[src/hdl/urtc_pkg.sv]
// Types and constants of the compensated ultrasonic ranging block.
package urtc_pkg;

  localparam int unsigned SpeedSqBase = 109561;
  localparam int unsigned TempBase    = 4368;
  localparam int unsigned RangeDiv    = 512000;
  localparam int unsigned RawMax      = 4095;
  localparam int unsigned CalPoints   = 8;
  localparam int unsigned CalIdxW     = $clog2(CalPoints);

  // 65536 / 4368 == 4096 / 273, so the squared speed is (base * factor) * 4096 / 273
  localparam int unsigned SqShift  = 12;
  localparam int unsigned SqDiv    = TempBase >> 4;
  localparam int unsigned RcpSqK   = 30;
  localparam int unsigned RcpSq    = (1 << RcpSqK) / SqDiv;
  // 512000 == 125 << 12
  localparam int unsigned RangeShift = 12;
  localparam int unsigned RngDivLo   = RangeDiv >> RangeShift;
  localparam int unsigned RcpRngK    = 24;
  localparam int unsigned RcpRng     = (1 << RcpRngK) / RngDivLo;

  localparam int unsigned NumW   = 30;  // base * factor
  localparam int unsigned QhW    = 22;  // (base * factor) / 273
  localparam int unsigned DvsW   = 10;  // calibration divisor
  localparam int unsigned SqW    = 34;  // squared speed
  localparam int unsigned SpeedW = 17;  // Q8 speed
  localparam int unsigned ProdW  = 33;  // ticks * speed
  localparam int unsigned RngW   = ProdW - RangeShift;
  localparam int unsigned RcpW   = 18;  // width of the range reciprocal
  localparam int unsigned RqW    = 15;  // range quotient before saturation
  localparam int unsigned CalPW  = 20;  // dy * offset

  localparam logic [11:0] CAL_IN [CalPoints] =
    '{12'd27, 12'd45, 12'd90, 12'd136, 12'd181, 12'd226, 12'd272, 12'd726};
  localparam logic [9:0] CAL_OUT [CalPoints] =
    '{10'd30, 10'd50, 10'd100, 10'd150, 10'd200, 10'd250, 10'd300, 10'd800};

  typedef struct packed {
    logic [1:0]      sensor;
    logic [15:0]     ticks;
    logic [NumW-1:0] num;
  } job_t;

endpackage

[src/hdl/urtc_in_if.sv]
// Input word channel.
interface urtc_in_if;
  logic        valid;
  logic        ready;
  logic [1:0]  sensor_index;
  logic [15:0] echo_ticks;
  logic signed [11:0] temp_raw;

  modport source (output valid, sensor_index, echo_ticks, temp_raw, input ready);
  modport sink (input valid, sensor_index, echo_ticks, temp_raw, output ready);
endinterface

[src/hdl/urtc_out_if.sv]
// Result word channel.
interface urtc_out_if;
  logic       valid;
  logic       ready;
  logic [11:0] raw_range;
  logic [9:0]  calibrated_range;
  logic        sensor_alarm;
  logic        buzzer_on;

  modport source (output valid, raw_range, calibrated_range, sensor_alarm, buzzer_on,
                  input ready);
  modport sink (input valid, raw_range, calibrated_range, sensor_alarm, buzzer_on,
                output ready);
  modport mon (input valid, ready, raw_range, calibrated_range, sensor_alarm, buzzer_on);
endinterface

[src/hdl/urtc_cfg_if.sv]
// Configuration write channel.
interface urtc_cfg_if;
  logic       valid;
  logic       ready;
  logic [8:0] alarm_threshold;

  modport source (output valid, alarm_threshold, input ready);
  modport sink (input valid, alarm_threshold, output ready);
endinterface

[src/hdl/ultrasonic_range_temp_compensated.sv]
// Top level of the temperature compensated ultrasonic ranging block.
//
//   channel  dir  fields
//   cfg_i    in   alarm_threshold
//   in_i     in   sensor_index, echo_ticks, temp_raw
//   out_o    out  raw_range, calibrated_range, sensor_alarm, buzzer_on
//
// One word holds the back end until its result is loaded: it takes the job, forms the
// squared speed (two reciprocal divide-by-273 passes), takes the square root, forms
// the range product and divide, does the table lookup, runs the calibration division
// (skipped when the range is off the table) and loads the output word.
// A waiting output word holds the back end; the queue and front then fill and
// in_i.ready drops. Reset clears the alarm flags and sets the threshold to 25.
module ultrasonic_range_temp_compensated #(
  parameter int unsigned SENSOR_COUNT = 4
) (
  input  logic       clk_i,
  input  logic       rst_ni,
  urtc_cfg_if.sink   cfg_i,
  urtc_in_if.sink    in_i,
  urtc_out_if.source out_o
);
  import urtc_pkg::*;

  logic [8:0] thr_q;
  logic       f_vld, f_rdy, b_vld, b_rdy;
  job_t       f_job, b_job;

  assign cfg_i.ready = 1'b1;

  always_ff @(posedge clk_i or negedge rst_ni) begin
    if (!rst_ni) begin
      thr_q <= 9'd25;
    end else if (cfg_i.valid) begin
      thr_q <= cfg_i.alarm_threshold;
    end
  end

  urtc_front u_front (
    .clk_i, .rst_ni, .in_i,
    .job_valid_o(f_vld), .job_ready_i(f_rdy), .job_o(f_job)
  );

  urtc_queue u_queue (
    .clk_i, .rst_ni,
    .push_valid_i(f_vld), .push_ready_o(f_rdy), .push_i(f_job),
    .pop_valid_o(b_vld), .pop_ready_i(b_rdy), .pop_o(b_job)
  );

  urtc_back #(.SENSOR_COUNT(SENSOR_COUNT)) u_back (
    .clk_i, .rst_ni,
    .job_valid_i(b_vld), .job_ready_o(b_rdy), .job_i(b_job),
    .thr_i(thr_q), .out_o
  );
endmodule

[src/hdl/urtc_front.sv]
// Front end: takes an input word and forms the squared-speed numerator.
module urtc_front (
  input  logic            clk_i,
  input  logic            rst_ni,
  urtc_in_if.sink         in_i,
  output logic            job_valid_o,
  input  logic            job_ready_i,
  output urtc_pkg::job_t  job_o
);
  import urtc_pkg::*;

  logic        vld_q;
  job_t        job_q;
  logic [13:0] fac_sum;
  logic [12:0] factor;
  logic [29:0] prod;

  assign fac_sum = 14'($signed({in_i.temp_raw[11], in_i.temp_raw}) + 14'sd4368);
  assign factor  = fac_sum[12:0];
  assign prod    = 30'(SpeedSqBase) * {17'd0, factor};

  assign in_i.ready  = !vld_q || job_ready_i;
  assign job_valid_o = vld_q;
  assign job_o       = job_q;

  always_ff @(posedge clk_i or negedge rst_ni) begin
    if (!rst_ni) begin
      vld_q <= 1'b0;
    end else begin
      if (in_i.valid && in_i.ready) begin
        vld_q        <= 1'b1;
        job_q.sensor <= in_i.sensor_index;
        job_q.ticks  <= in_i.echo_ticks;
        job_q.num    <= prod;
      end else if (job_ready_i) begin
        vld_q <= 1'b0;
      end
    end
  end
endmodule

[src/hdl/urtc_queue.sv]
// Two-entry job queue between front and back.
module urtc_queue (
  input  logic           clk_i,
  input  logic           rst_ni,
  input  logic           push_valid_i,
  output logic           push_ready_o,
  input  urtc_pkg::job_t push_i,
  output logic           pop_valid_o,
  input  logic           pop_ready_i,
  output urtc_pkg::job_t pop_o
);
  import urtc_pkg::*;

  job_t       mem [2];
  logic       wr_q, rd_q;
  logic [1:0] cnt_q;
  logic       push, pop;

  assign push_ready_o = cnt_q != 2'd2;
  assign pop_valid_o  = cnt_q != 2'd0;
  assign push         = push_valid_i && push_ready_o;
  assign pop          = pop_valid_o && pop_ready_i;
  assign pop_o        = mem[rd_q];

  always_ff @(posedge clk_i) begin
    if (push) begin
      mem[wr_q] <= push_i;
    end
  end

  always_ff @(posedge clk_i or negedge rst_ni) begin
    if (!rst_ni) begin
      wr_q  <= 1'b0;
      rd_q  <= 1'b0;
      cnt_q <= 2'd0;
    end else begin
      if (push) wr_q <= !wr_q;
      if (pop)  rd_q <= !rd_q;
      cnt_q <= 2'(cnt_q + {1'b0, push} - {1'b0, pop});
    end
  end
endmodule

[src/hdl/urtc_back.sv]
// Back end: reciprocal dividers, square root, calibration and alarm flags.
module urtc_back #(
  parameter int unsigned SENSOR_COUNT = 4
) (
  input  logic           clk_i,
  input  logic           rst_ni,
  input  logic           job_valid_i,
  output logic           job_ready_o,
  input  urtc_pkg::job_t job_i,
  input  logic [8:0]     thr_i,
  urtc_out_if.source     out_o
);
  import urtc_pkg::*;

  typedef enum logic [3:0] {
    ST_IDLE, ST_SQ_EST, ST_SQ_FIX, ST_SQRT, ST_MUL, ST_RNG_EST, ST_RNG_FIX, ST_CAL,
    ST_DIV_CAL, ST_FINISH
  } state_e;

  state_e            state_q;
  logic [5:0]        cnt_q;
  logic [1:0]        sensor_q;
  logic [15:0]       ticks_q;
  logic [NumW-1:0]   num_q;
  logic [QhW-1:0]    qest_q, qhi_q;
  logic              lo_q;
  logic [RngW-1:0]   rz_q;
  logic [RqW-1:0]    rq_q;
  logic [CalPW-1:0]  dq_q;
  logic [DvsW-1:0]   drem_q, dvs_q;
  logic [SqW-1:0]    sx_q;
  logic [18:0]       srem_q;
  logic [SpeedW-1:0] root_q;
  logic [11:0]       raw_q;
  logic [9:0]        y0_q, cal_q;
  logic [SENSOR_COUNT-1:0] flags_q;
  logic              out_vld_q;

  logic [NumW+QhW-1:0] sq_est;
  logic [NumW:0]     sq_sub, sq_rem;
  logic              sq_ge;
  logic [QhW-1:0]    sq_quo;
  logic [8:0]        sq_left;
  logic [ProdW-1:0]  rng_prod;
  logic [RngW+RcpW-1:0] rng_est;
  logic [RngW:0]     rng_sub, rng_rem;
  logic              rng_ge;
  logic [RqW-1:0]    rng_quo;
  logic [DvsW:0]     rem_sh;
  logic              dge;
  logic [DvsW-1:0]   drem_nx;
  logic [CalPW-1:0]  dq_nx;
  logic [20:0]       sr_sh, trial;
  logic              sge;
  logic [18:0]       srem_nx;
  logic [SpeedW-1:0] root_nx;
  logic [CalIdxW-1:0] idx;
  logic [CalIdxW-1:0] idx_n;
  logic              below, above;
  logic [9:0]        dx, dy, off;
  logic [CalPW-1:0]  cal_prod;
  logic              alarm;
  logic              fire;
  logic [SENSOR_COUNT-1:0] flags_d;

  // divide by 273: reciprocal estimate, then one correction step
  assign sq_est  = (NumW+QhW)'(num_q) * (NumW+QhW)'(RcpSq);
  assign sq_sub  = (NumW+1)'(qest_q) * (NumW+1)'(SqDiv);
  assign sq_rem  = (NumW+1)'(num_q) - sq_sub;
  assign sq_ge   = sq_rem >= (NumW+1)'(SqDiv);
  assign sq_quo  = QhW'(qest_q + QhW'(sq_ge));
  assign sq_left = sq_ge ? 9'(sq_rem - (NumW+1)'(SqDiv)) : sq_rem[8:0];

  // divide by 125 after dropping the low 12 bits of the product
  assign rng_prod = ProdW'(ticks_q) * ProdW'(root_q);
  assign rng_est  = (RngW+RcpW)'(rz_q) * (RngW+RcpW)'(RcpRng);
  assign rng_sub  = (RngW+1)'(rq_q) * (RngW+1)'(RngDivLo);
  assign rng_rem  = (RngW+1)'(rz_q) - rng_sub;
  assign rng_ge   = rng_rem >= (RngW+1)'(RngDivLo);
  assign rng_quo  = RqW'(rq_q + RqW'(rng_ge));

  assign rem_sh  = {drem_q, dq_q[CalPW-1]};
  assign dge     = rem_sh >= {1'b0, dvs_q};
  assign drem_nx = dge ? DvsW'(rem_sh - {1'b0, dvs_q}) : rem_sh[DvsW-1:0];
  assign dq_nx   = {dq_q[CalPW-2:0], dge};

  assign sr_sh   = {srem_q, sx_q[SqW-1:SqW-2]};
  assign trial   = {2'b00, root_q, 2'b01};
  assign sge     = sr_sh >= trial;
  assign srem_nx = sge ? 19'(sr_sh - trial) : sr_sh[18:0];
  assign root_nx = {root_q[SpeedW-2:0], sge};

  always_comb begin
    idx = '0;
    for (int j = 1; j < CalPoints - 1; j++) begin
      if (raw_q >= CAL_IN[j]) idx = CalIdxW'(j);
    end
  end
  assign idx_n    = CalIdxW'(idx + 1'b1);
  assign below    = raw_q < CAL_IN[0];
  assign above    = raw_q >= CAL_IN[CalPoints-1];
  assign dx       = 10'(CAL_IN[idx_n] - CAL_IN[idx]);
  assign dy       = 10'(CAL_OUT[idx_n] - CAL_OUT[idx]);
  assign off      = 10'(raw_q - CAL_IN[idx]);
  assign cal_prod = CalPW'(dy) * CalPW'(off);

  assign alarm = cal_q < {1'b0, thr_i};
  always_comb begin
    flags_d = flags_q;
    for (int k = 0; k < SENSOR_COUNT; k++) begin
      if (int'(sensor_q) == k) flags_d[k] = alarm;
    end
  end

  assign fire        = (state_q == ST_FINISH) && (!out_vld_q || out_o.ready);
  assign job_ready_o = state_q == ST_IDLE;
  assign out_o.valid = out_vld_q;

  always_ff @(posedge clk_i or negedge rst_ni) begin
    if (!rst_ni) begin
      state_q   <= ST_IDLE;
      cnt_q     <= '0;
      flags_q   <= '0;
      out_vld_q <= 1'b0;
    end else begin
      if (fire) out_vld_q <= 1'b1;
      else if (out_o.ready) out_vld_q <= 1'b0;
      case (state_q)
        ST_IDLE: begin
          if (job_valid_i) begin
            sensor_q <= job_i.sensor;
            ticks_q  <= job_i.ticks;
            num_q    <= job_i.num;
            lo_q     <= 1'b0;
            state_q  <= ST_SQ_EST;
          end
        end
        ST_SQ_EST: begin
          qest_q  <= sq_est[RcpSqK +: QhW];
          state_q <= ST_SQ_FIX;
        end
        ST_SQ_FIX: begin
          if (!lo_q) begin
            qhi_q   <= sq_quo;
            num_q   <= NumW'({sq_left, {SqShift{1'b0}}});
            lo_q    <= 1'b1;
            state_q <= ST_SQ_EST;
          end else begin
            sx_q    <= {qhi_q, sq_quo[SqShift-1:0]};
            srem_q  <= '0;
            root_q  <= '0;
            cnt_q   <= 6'(SpeedW);
            state_q <= ST_SQRT;
          end
        end
        ST_SQRT: begin
          sx_q   <= {sx_q[SqW-3:0], 2'b00};
          srem_q <= srem_nx;
          root_q <= root_nx;
          cnt_q  <= 6'(cnt_q - 1'b1);
          if (cnt_q == 6'd1) state_q <= ST_MUL;
        end
        ST_MUL: begin
          rz_q    <= rng_prod[ProdW-1:RangeShift];
          state_q <= ST_RNG_EST;
        end
        ST_RNG_EST: begin
          rq_q    <= rng_est[RcpRngK +: RqW];
          state_q <= ST_RNG_FIX;
        end
        ST_RNG_FIX: begin
          raw_q   <= (rng_quo > RqW'(RawMax)) ? 12'(RawMax) : rng_quo[11:0];
          state_q <= ST_CAL;
        end
        ST_CAL: begin
          if (below) begin
            cal_q   <= CAL_OUT[0];
            state_q <= ST_FINISH;
          end else if (above) begin
            cal_q   <= CAL_OUT[CalPoints-1];
            state_q <= ST_FINISH;
          end else begin
            y0_q    <= CAL_OUT[idx];
            dq_q    <= cal_prod;
            drem_q  <= '0;
            dvs_q   <= dx;
            cnt_q   <= 6'(CalPW);
            state_q <= ST_DIV_CAL;
          end
        end
        ST_DIV_CAL: begin
          dq_q   <= dq_nx;
          drem_q <= drem_nx;
          cnt_q  <= 6'(cnt_q - 1'b1);
          if (cnt_q == 6'd1) begin
            cal_q   <= 10'(y0_q + dq_nx[9:0]);
            state_q <= ST_FINISH;
          end
        end
        ST_FINISH: begin
          if (fire) begin
            flags_q                <= flags_d;
            out_o.raw_range        <= raw_q;
            out_o.calibrated_range <= cal_q;
            out_o.sensor_alarm     <= alarm;
            out_o.buzzer_on        <= |flags_d;
            state_q                <= ST_IDLE;
          end
        end
        default: state_q <= ST_IDLE;
      endcase
    end
  end
endmodule

[src/flat_wrapper.sv]
// flat-port wrapper written by rule: the top's interface ports become plain ports
module ultrasonic_range_temp_compensated_flat import urtc_pkg::*;
#(
  parameter int unsigned SENSOR_COUNT = 4
)
  (clk_i, rst_ni, cfg_i_valid, cfg_i_alarm_threshold, cfg_i_ready, in_i_valid, in_i_sensor_index, in_i_echo_ticks, in_i_temp_raw, in_i_ready, out_o_valid, out_o_raw_range, out_o_calibrated_range, out_o_sensor_alarm, out_o_buzzer_on, out_o_ready);
  urtc_cfg_if cfg_i_i ();
  urtc_in_if in_i_i ();
  urtc_out_if out_o_i ();
  input  logic clk_i;
  input  logic rst_ni;
  input wire logic [$bits(cfg_i_i.valid)-1:0] cfg_i_valid;
  input wire logic [$bits(cfg_i_i.alarm_threshold)-1:0] cfg_i_alarm_threshold;
  output wire logic [$bits(cfg_i_i.ready)-1:0] cfg_i_ready;
  input wire logic [$bits(in_i_i.valid)-1:0] in_i_valid;
  input wire logic [$bits(in_i_i.sensor_index)-1:0] in_i_sensor_index;
  input wire logic [$bits(in_i_i.echo_ticks)-1:0] in_i_echo_ticks;
  input wire logic [$bits(in_i_i.temp_raw)-1:0] in_i_temp_raw;
  output wire logic [$bits(in_i_i.ready)-1:0] in_i_ready;
  output wire logic [$bits(out_o_i.valid)-1:0] out_o_valid;
  output wire logic [$bits(out_o_i.raw_range)-1:0] out_o_raw_range;
  output wire logic [$bits(out_o_i.calibrated_range)-1:0] out_o_calibrated_range;
  output wire logic [$bits(out_o_i.sensor_alarm)-1:0] out_o_sensor_alarm;
  output wire logic [$bits(out_o_i.buzzer_on)-1:0] out_o_buzzer_on;
  input wire logic [$bits(out_o_i.ready)-1:0] out_o_ready;
  assign cfg_i_i.valid = cfg_i_valid;
  assign cfg_i_i.alarm_threshold = cfg_i_alarm_threshold;
  assign cfg_i_ready = cfg_i_i.ready;
  assign in_i_i.valid = in_i_valid;
  assign in_i_i.sensor_index = in_i_sensor_index;
  assign in_i_i.echo_ticks = in_i_echo_ticks;
  assign in_i_i.temp_raw = in_i_temp_raw;
  assign in_i_ready = in_i_i.ready;
  assign out_o_valid = out_o_i.valid;
  assign out_o_raw_range = out_o_i.raw_range;
  assign out_o_calibrated_range = out_o_i.calibrated_range;
  assign out_o_sensor_alarm = out_o_i.sensor_alarm;
  assign out_o_buzzer_on = out_o_i.buzzer_on;
  assign out_o_i.ready = out_o_ready;
  ultrasonic_range_temp_compensated #(.SENSOR_COUNT(SENSOR_COUNT)) u_core (.clk_i(clk_i), .rst_ni(rst_ni), .cfg_i(cfg_i_i), .in_i(in_i_i), .out_o(out_o_i));
endmodule
[config.mk]
export PLATFORM = sky130hd
export DESIGN_NAME = ultrasonic_range_temp_compensated_flat
export DESIGN_NICKNAME = d
export VERILOG_FILES = /design/src/hdl/urtc_pkg.sv /design/src/hdl/urtc_in_if.sv /design/src/hdl/urtc_out_if.sv /design/src/hdl/urtc_cfg_if.sv /design/src/hdl/ultrasonic_range_temp_compensated.sv /design/src/hdl/urtc_front.sv /design/src/hdl/urtc_queue.sv /design/src/hdl/urtc_back.sv /design/src/flat_wrapper.sv
export SDC_FILE = /design/constraint.sdc
export NUM_CORES = 2
export LEC_CHECK = 0
export BUFFER_PORTS_ARGS = -buffer_cell sky130_fd_sc_hd__buf_2
export CELL_PAD_IN_SITES_DETAIL_PLACEMENT = 1
export CELL_PAD_IN_SITES_GLOBAL_PLACEMENT = 1
export CORE_UTILIZATION = 53
export CTS_CLUSTER_SIZE = 12
export DETAILED_ROUTE_END_ITERATION = 10
export GPL_ROUTABILITY_DRIVEN = 0
export GPL_TIMING_DRIVEN = 1
export PLACE_DENSITY_LB_ADDON = 0.1
export SLEW_MARGIN = 20
export SYNTH_ARGS = -nofsm -noshare
export SYNTH_HDL_FRONTEND = slang
export SYNTH_HIERARCHICAL = 1
export SYNTH_SLANG_ARGS = --single-unit
[constraint.sdc]
create_clock -name clk_i -period 10.7 [get_ports clk_i]
set_input_delay 2.14 -clock clk_i [delete_from_list [all_inputs] [get_ports clk_i]]
set_output_delay 2.14 -clock clk_i [all_outputs]
set_load 0.05 [all_outputs]
Yosys cells after proc, flatten, opt, wreduce, memory -nomap -nowiden
Memory sizes are Yosys's and may differ from the RTL's.
Cells that the tools add are included.
{ "word_totals": {"regBits": 372, "ramBits": 96, "romBits": 352, "in_bits": 44, "output_inout_bits": 27, "elab_cells": 203, "memories": 5} }
{ "op_classes": {"add_sub_neg": 16, "multipliers": 7, "n_lt_le_gt_ge": 16, "n_eq_ne": 23, "muxes": 60, "bitwise_logic": 5, "reduce_logical": 38} }
{ "mem_list": {"columns": ["memory", "words", "word_bits", "read_ports", "rd_clocked_by_memory_dff", "write_ports", "line_no", "rtl"], "rows": [
  ["(no name shown)", 8, 12, 1, 0, 0, "urtc_back.sv:104", "assign off = 10'(raw_q - CAL_IN[idx]);"],
  ["(no name shown)", 8, 12, 1, 0, 0, "urtc_back.sv:102", "assign dx = 10'(CAL_IN[idx_n] - CAL_IN[idx]);"],
  ["u_core.u_queue.mem", 2, 48, 1, 0, 1, "urtc_queue.sv:14", "job_t mem [2];"],
  ["(no name shown)", 8, 10, 1, 0, 0, "urtc_back.sv:183", "y0_q <= CAL_OUT[idx];"],
  ["(no name shown)", 8, 10, 1, 0, 0, "urtc_back.sv:103", "assign dy = 10'(CAL_OUT[idx_n] - CAL_OUT[idx]);"]
]} }
{ "ops": {"columns": ["cell", "n"], "rows": [
  ["$mux W10", 14],
  ["$pmux W34 S2", 1],
  ["$mux W30", 2],
  ["$pmux W30 S2", 1],
  ["$mul A30 B16 Y46 const B", 1],
  ["$mux W20", 2],
  ["$pmux W10 S2", 2],
  ["$pmux W20 S2", 1],
  ["$pmux W4 S10", 1],
  ["$sub A10 B10 Y10", 4],
  ["$mul A21 B18 Y39 const B", 1],
  ["$mux W19", 2],
  ["$pmux W19 S2", 1],
  ["$ge A12 B8 Y1 const B", 3],
  ["$mux W34", 1],
  ["$pmux W17 S2", 1],
  ["$mul A16 B17 Y33", 1],
  ["$ge A31 B9 Y1 const B", 1],
  ["$mul A22 B9 Y31 const B", 1],
  ["$sub A30 B31 Y31", 1],
  ["$mul A17 B13 Y30 const A", 1],
  ["$reduce_and A4 Y1", 6],
  ["$add A22 B1 Y22", 1],
  ["$ge A22 B7 Y1 const B", 1],
  ["53 further kinds", 114]
]} }

Depth between registers and ports, before layout
{ "logic_depth": {"word_depth": 17, "ltp_mapped": 44, "mapped_depth_nobuf": 42} }

Cells and area by module
Netlist, hierarchy kept.
{ "by_module_without_submodules": {"columns": ["module", "n_inst", "cells_each", "area_each_um2", "seq_area_each_um2"], "rows": [
  ["urtc_back", 1, 4408, 43420.4, 9113.7],
  ["urtc_front", 1, 503, 5685.5, 1466.4],
  ["urtc_queue", 1, 171, 3684.8, 2982.9],
  ["ultrasonic_range_temp_compensated", 1, 21, 386.6, 229.0]
]} }

Worst setup path before layout
No wires, ideal clock.
{ "synth_path": {"kind": "register -> register", "start": "register u_core.u_back.raw_q[1]", "end": "register u_core.u_back.dq_q[18], data pin", "setup_time_ns": 0.269, "t_arrival_ns": 9.228, "required_ns": 10.431, "slack_ns": 1.203, "stages_incl_launch_ff": 44, "n_path_buf": 2, "period_less_slack_ns": 9.497, "path_cell_list": "edfxtp_1 o21a_1 a21o_1 a221oi_1 o21ai_0 a21oi_1 nand2b_1 clkbuf_1 inv_1 nand2_1 inv_1 ha_1 buf_1 nand2_1 and2_1 ha_1 nor2b_1 o21ai_0 [... 8 more ...] fa_1 inv_1 fa_1 inv_1 fa_1 inv_1 fa_1 inv_1 fa_1 inv_1 ha_1 and3_1 a211o_1 o41ai_1 o2111ai_1 a21oi_1 xor2_1 o21ai_0"} }
{ "synth_via": {"elab_chain_cells": 17, "word_cells_on_any_way": 30, "cone_classes": "3 x add/sub; 1 x mul; 6 x order compare; 15 x mux; 2 x bitwise; 3 x memory"} }
{ "synth_lines": {"columns": ["element", "line_no", "rtl"], "rows": [
  ["start, declared", "urtc_back.sv:34", "logic [11:0] raw_q;"],
  ["start signal, assigned", "urtc_back.sv:172", "raw_q <= (rng_quo > RqW'(RawMax)) ? 12'(RawMax) : rng_quo[11:0];"],
  ["$ge A12 B6 Y1", "urtc_back.sv:96", "if (raw_q >= CAL_IN[j]) idx = CalIdxW'(j);"],
  ["$mux W1", "urtc_back.sv:96", null],
  ["$mux W2", "urtc_back.sv:96", null],
  ["$mux W3 (4 in series)", "urtc_back.sv:96", null],
  ["$add A3 B1 Y3", "urtc_back.sv:99", "assign idx_n = CalIdxW'(idx + 1'b1);"],
  ["$not A3 Y4 (not written as such)", "urtc_back.sv:103", null],
  ["$mem_v2 Z8 W10", null, null],
  ["$mux W10 (not written as such) (2 in series)", "urtc_back.sv:103", null],
  ["$sub A10 B10 Y10", "urtc_back.sv:103", null],
  ["$mul A10 B10 Y20 *", "urtc_back.sv:105", "assign cal_prod = CalPW'(dy) * CalPW'(off);"],
  ["$mux W20 *", "urtc_back.sv:179", "end else if (above) begin"],
  ["$mux W20 *", "urtc_back.sv:176", "if (below) begin"],
  ["$pmux W20 S2 *", "urtc_back.sv:128", "case (state_q)"],
  ["end signal, assigned", "urtc_back.sv:184", "dq_q <= cal_prod;"],
  ["end signal, assigned", "urtc_back.sv:192", "dq_q <= dq_nx;"],
  ["end, declared", "urtc_back.sv:29", "logic [CalPW-1:0] dq_q;"]
]} }
Every way passes the cells marked *; elsewhere a longest branch is shown, timed or not. The select of a mux whose other input is x is not followed.
A chain may end at the register's enable or synchronous reset.

Worst setup path after layout
Same ends and word-level chain as after synthesis.

==> flow_summary.json <==
{
  "die_h_um": 319,
  "yosysWarnings": 6,
  "clkTransAtPathRegs_ns": 0.06,
  "syn_to_final_growth_pct": 6.80,
  "yosys.area_share.simple": 0.105,
  "cts_made_buffers": 55,
  "drc": 0,
  "worstPathMaxFanout": 13,
  "grt_max_degree": 71,
  "vias": 36000,
  "via_per_inst": 5.54,
  "fin_skew_ns": 0.0424,
  "slowest_stage": "fa_1",
  "use_met2": 0.485,
  "hp-class": "reg2reg",
  "cts_root_buf": "clkbuf_16",
  "ys_top_cells_by_area": "edfxtp_1 (25%), fa_1 (24%), ha_1 (19%), inv_1 (7.3%), nand2_1 (2.9%)",
  "max_freq_ghz": 0.0998,
  "place_inst": 6389,
  "drtIter0Drc": 1696,
  "synth.avg_cell_area_um2": 10.4,
  "ys_ff_latch": 464,
  "status": "complete, no violations",
  "synthXorXnorAreaFrac": 0.0371,
  "dieArea_mm2": 0.102,
  "synth_top_family_by_area": "adder cells",
  "nets": 6632,
  "cts_tree": "done",
  "synthArstFlopShare": 0.0625,
  "ios": 71,
  "initial_core_util": 0.538,
  "netlist_area_mm2": 0.0532,
  "postRouteAntennaNets": 0,
  "place_hpwl_mm": 107,
  "use_met3": 0.0270,
  "max_stage_delay_ns": 0.53,
  "htreeDepth": 2,
  "io_buffers": 69,
  "layout_setup_ws_ns": 0.680,
  "cts_sinks": 464,
  "final_hold_viol_count": 0,
  "drt-total-wl_mm": 132,
  "drive_gt1_frac": 0.0608,
  "final_cells": 6488,
  "yosysTopAreaCell": "edfxtp_1",
  "fin_tns_setup_ns": 0,
  "max_slew_margin": 0.256,
  "tightest_slew_ns": 1.11,
  "synthCells": 5103,
  "crit_type": "reg2reg",
  "core_area_mm2": 0.0989,
  "critPathMostFrequentCell": "inv_1",
  "cts_buffer_depth": 3,
  "insertion_delay_ns": 0.67,
  "seq_area_frac_synth": 0.259,
  "cap_violations": 0,
  "synth_mux_area_frac": 0.0210,
  "fp.dieW_um": 319,
  "setup_violations": 0,
  "crit_required_ns": 11.09,
  "antenna_found_initial": 1,
  "grtUsageTotal": 0.268,
  "cts-hold-fix-buffers": 0,
  "synth_cell_types": 99,
  "timing.final.crit_share": 0.936,
  "synth_enable_flop_cells": 435,
  "grt_pass1_wl_mm": 215,
  "grt-ovfl-total": 0,
  "arrival_ns": 10.41,
  "yosysTopAreaCellShare": 0.246,
  "std_cell_rows": 115,
  "met1_usage": 0.341,
  "antennaDiodeCount": 0,
  "synth-compound-area-share": 0.0709,
  "slew_violations": 0,
  "route.detailed.wl_per_inst_um": 20.4,
  "critPathCaptureType": "flop",
  "grt_pass1_vias": 40200,
  "first_pass_iters": 5,
  "fin_crit_ns": 10.02,
  "synthAdderAreaFrac": 0.426,
  "pre_cts_slack_ns": 0.408,
  "synthFlopType": "edfxtp_1",
  "start_kind": "flop",
  "grt-busiest-layer": "met2"
}
[cell families (layout without fill, tap and decap cells)]
family | count (synthesis) | count (layout)
fa+ha+maj | 1429 | 1429
simple gates | 1170 | 1170
xor+xnor | 225 | 225
compound gates | 571 | 571
buf+inv | 1141 | 1231
other cells | 3 | 11
mux | 100 | 100
flops | 464 | 464
[placed cells by master (no fill, tap or decap), types with 55 or more instances in the layout]
master and instances:
nand2_1 404, ha_1 794, a21oi_1 147, xnor2_1 163
nand3_1 55, buf_2 69, mux2_2 56, o21ai_0 110
xor2_1 62, fa_1 634, and2_1 149, clkbuf_16 55
a21o_1 69, nor2_1 280, edfxtp_1 435, inv_1 1036
[worst paths after layout]
path                                                from                   endpoint  slack [ns]  cells past startpoint
max in group asynchronous                         rst_ni        u_core/u_queue/rd_q        8.73                      2
worst min-delay path            u_core/u_front/job_o[47]  u_core/u_queue/mem[0][47]        0.43                      0
worst max-delay path              u_core/u_back/raw_q[1]     u_core/u_back/dq_q[18]        0.68                     42
min in group asynchronous                         rst_ni            u_core/thr_q[5]        1.57                      2
worst max register to register    u_core/u_back/raw_q[1]     u_core/u_back/dq_q[18]        0.68                     42
worst min register to register  u_core/u_front/job_o[47]  u_core/u_queue/mem[0][47]        0.43                      0
[per-layer routing]
| layer | part of all wire | up-vias |
|---|---|---|
| met5 | 0 | - |
| met1 | 0.43 | 18500 |
| met3 | 0.030 | 186 |
| li1 | - | 16800 |
| met4 | 0.027 | 0 |
| met2 | 0.52 | 541 |
[worst max-delay path: cells and delay by family, from the launching register on]
family | cells | cell delay, ns
compound gates | 14 | 2.81
buf+inv | 8 | 0.63
simple gates | 9 | 1.34
mux | 1 | 0.35
xor+xnor | 2 | 0.49
fa+ha+maj | 8 | 3.65
flops | 1 | 0.47
[cell usage after synthesis, drive strengths merged, types with 10 or more instances]
cell type  instances
clkbuf            86
edfxtp           435
dfrtp             26
fa               634
buf               19
a21boi            17
mux2i             35
nand2b            43
o2111ai           10
nor2             282
nor3b             11
a31oi             22
o21a              26
nand4             32
inv             1036
a21o              70
o31ai             14
xor2              62
and3              30
ha               795
and2             151
a211oi            24
a21oi            152
nor2b             40
o21ai            128
nor3              53
or3               17
mux2              65
o211ai            14
nand2            404
nand3             56
xnor2            163
or2               21
o21bai            17
[state kept, by name, indices dropped and copies added (netlist names), 12 cells and up]
| register | cells |
|---|---|
| u_core/u_back/sx_q | 34 |
| u_core/u_back/srem_q | 19 |
| u_core/u_back/num_q | 30 |
| u_core/u_back/root_q | 17 |
| u_core/u_back/dq_q | 20 |
| u_core/u_back/rz_q | 21 |
| u_core/u_back/qhi_q | 22 |
| u_core/u_back/ticks_q | 16 |
| u_core/u_front/job_o | 48 |
| u_core/u_back/qest_q | 22 |
| u_core/u_back/out_o.raw_range | 12 |
| u_core/u_back/rq_q | 15 |
| u_core/u_queue/mem | 96 |
| u_core/u_back/raw_q | 12 |
[final cells by class]
type	count	area, um^2
Fill cell	10800	42100
Multi-Input combinational cell	3506	35200
Sequential cell	464	13800
Inverter	1036	3890
Tap cell	1287	1610
Clock buffer	67	1440
Timing Repair Buffer	96	548
Clock inverter	32	343
[through the flow]
step	hold slack, ns	util	area (um^2)
final	0.427	0.575	56800
after global routing	0.432	0.575	56800
after detailed placement	0.434	0.556	55000
after CTS	0.426	0.574	56800
after global placement	0.421	0.556	55000
after floorplan	0.417	-	53200
[repair_timing]
action,CTS,global route
endpoints found under the setup margin,0,5
resized for setup,0,4
buffers inserted,0,0
hold endpoints to repair,0,0
Power is left out: the tool's default activity adds up to more than one toggle a clock period on the data nets, which glitch-free logic cannot reach.
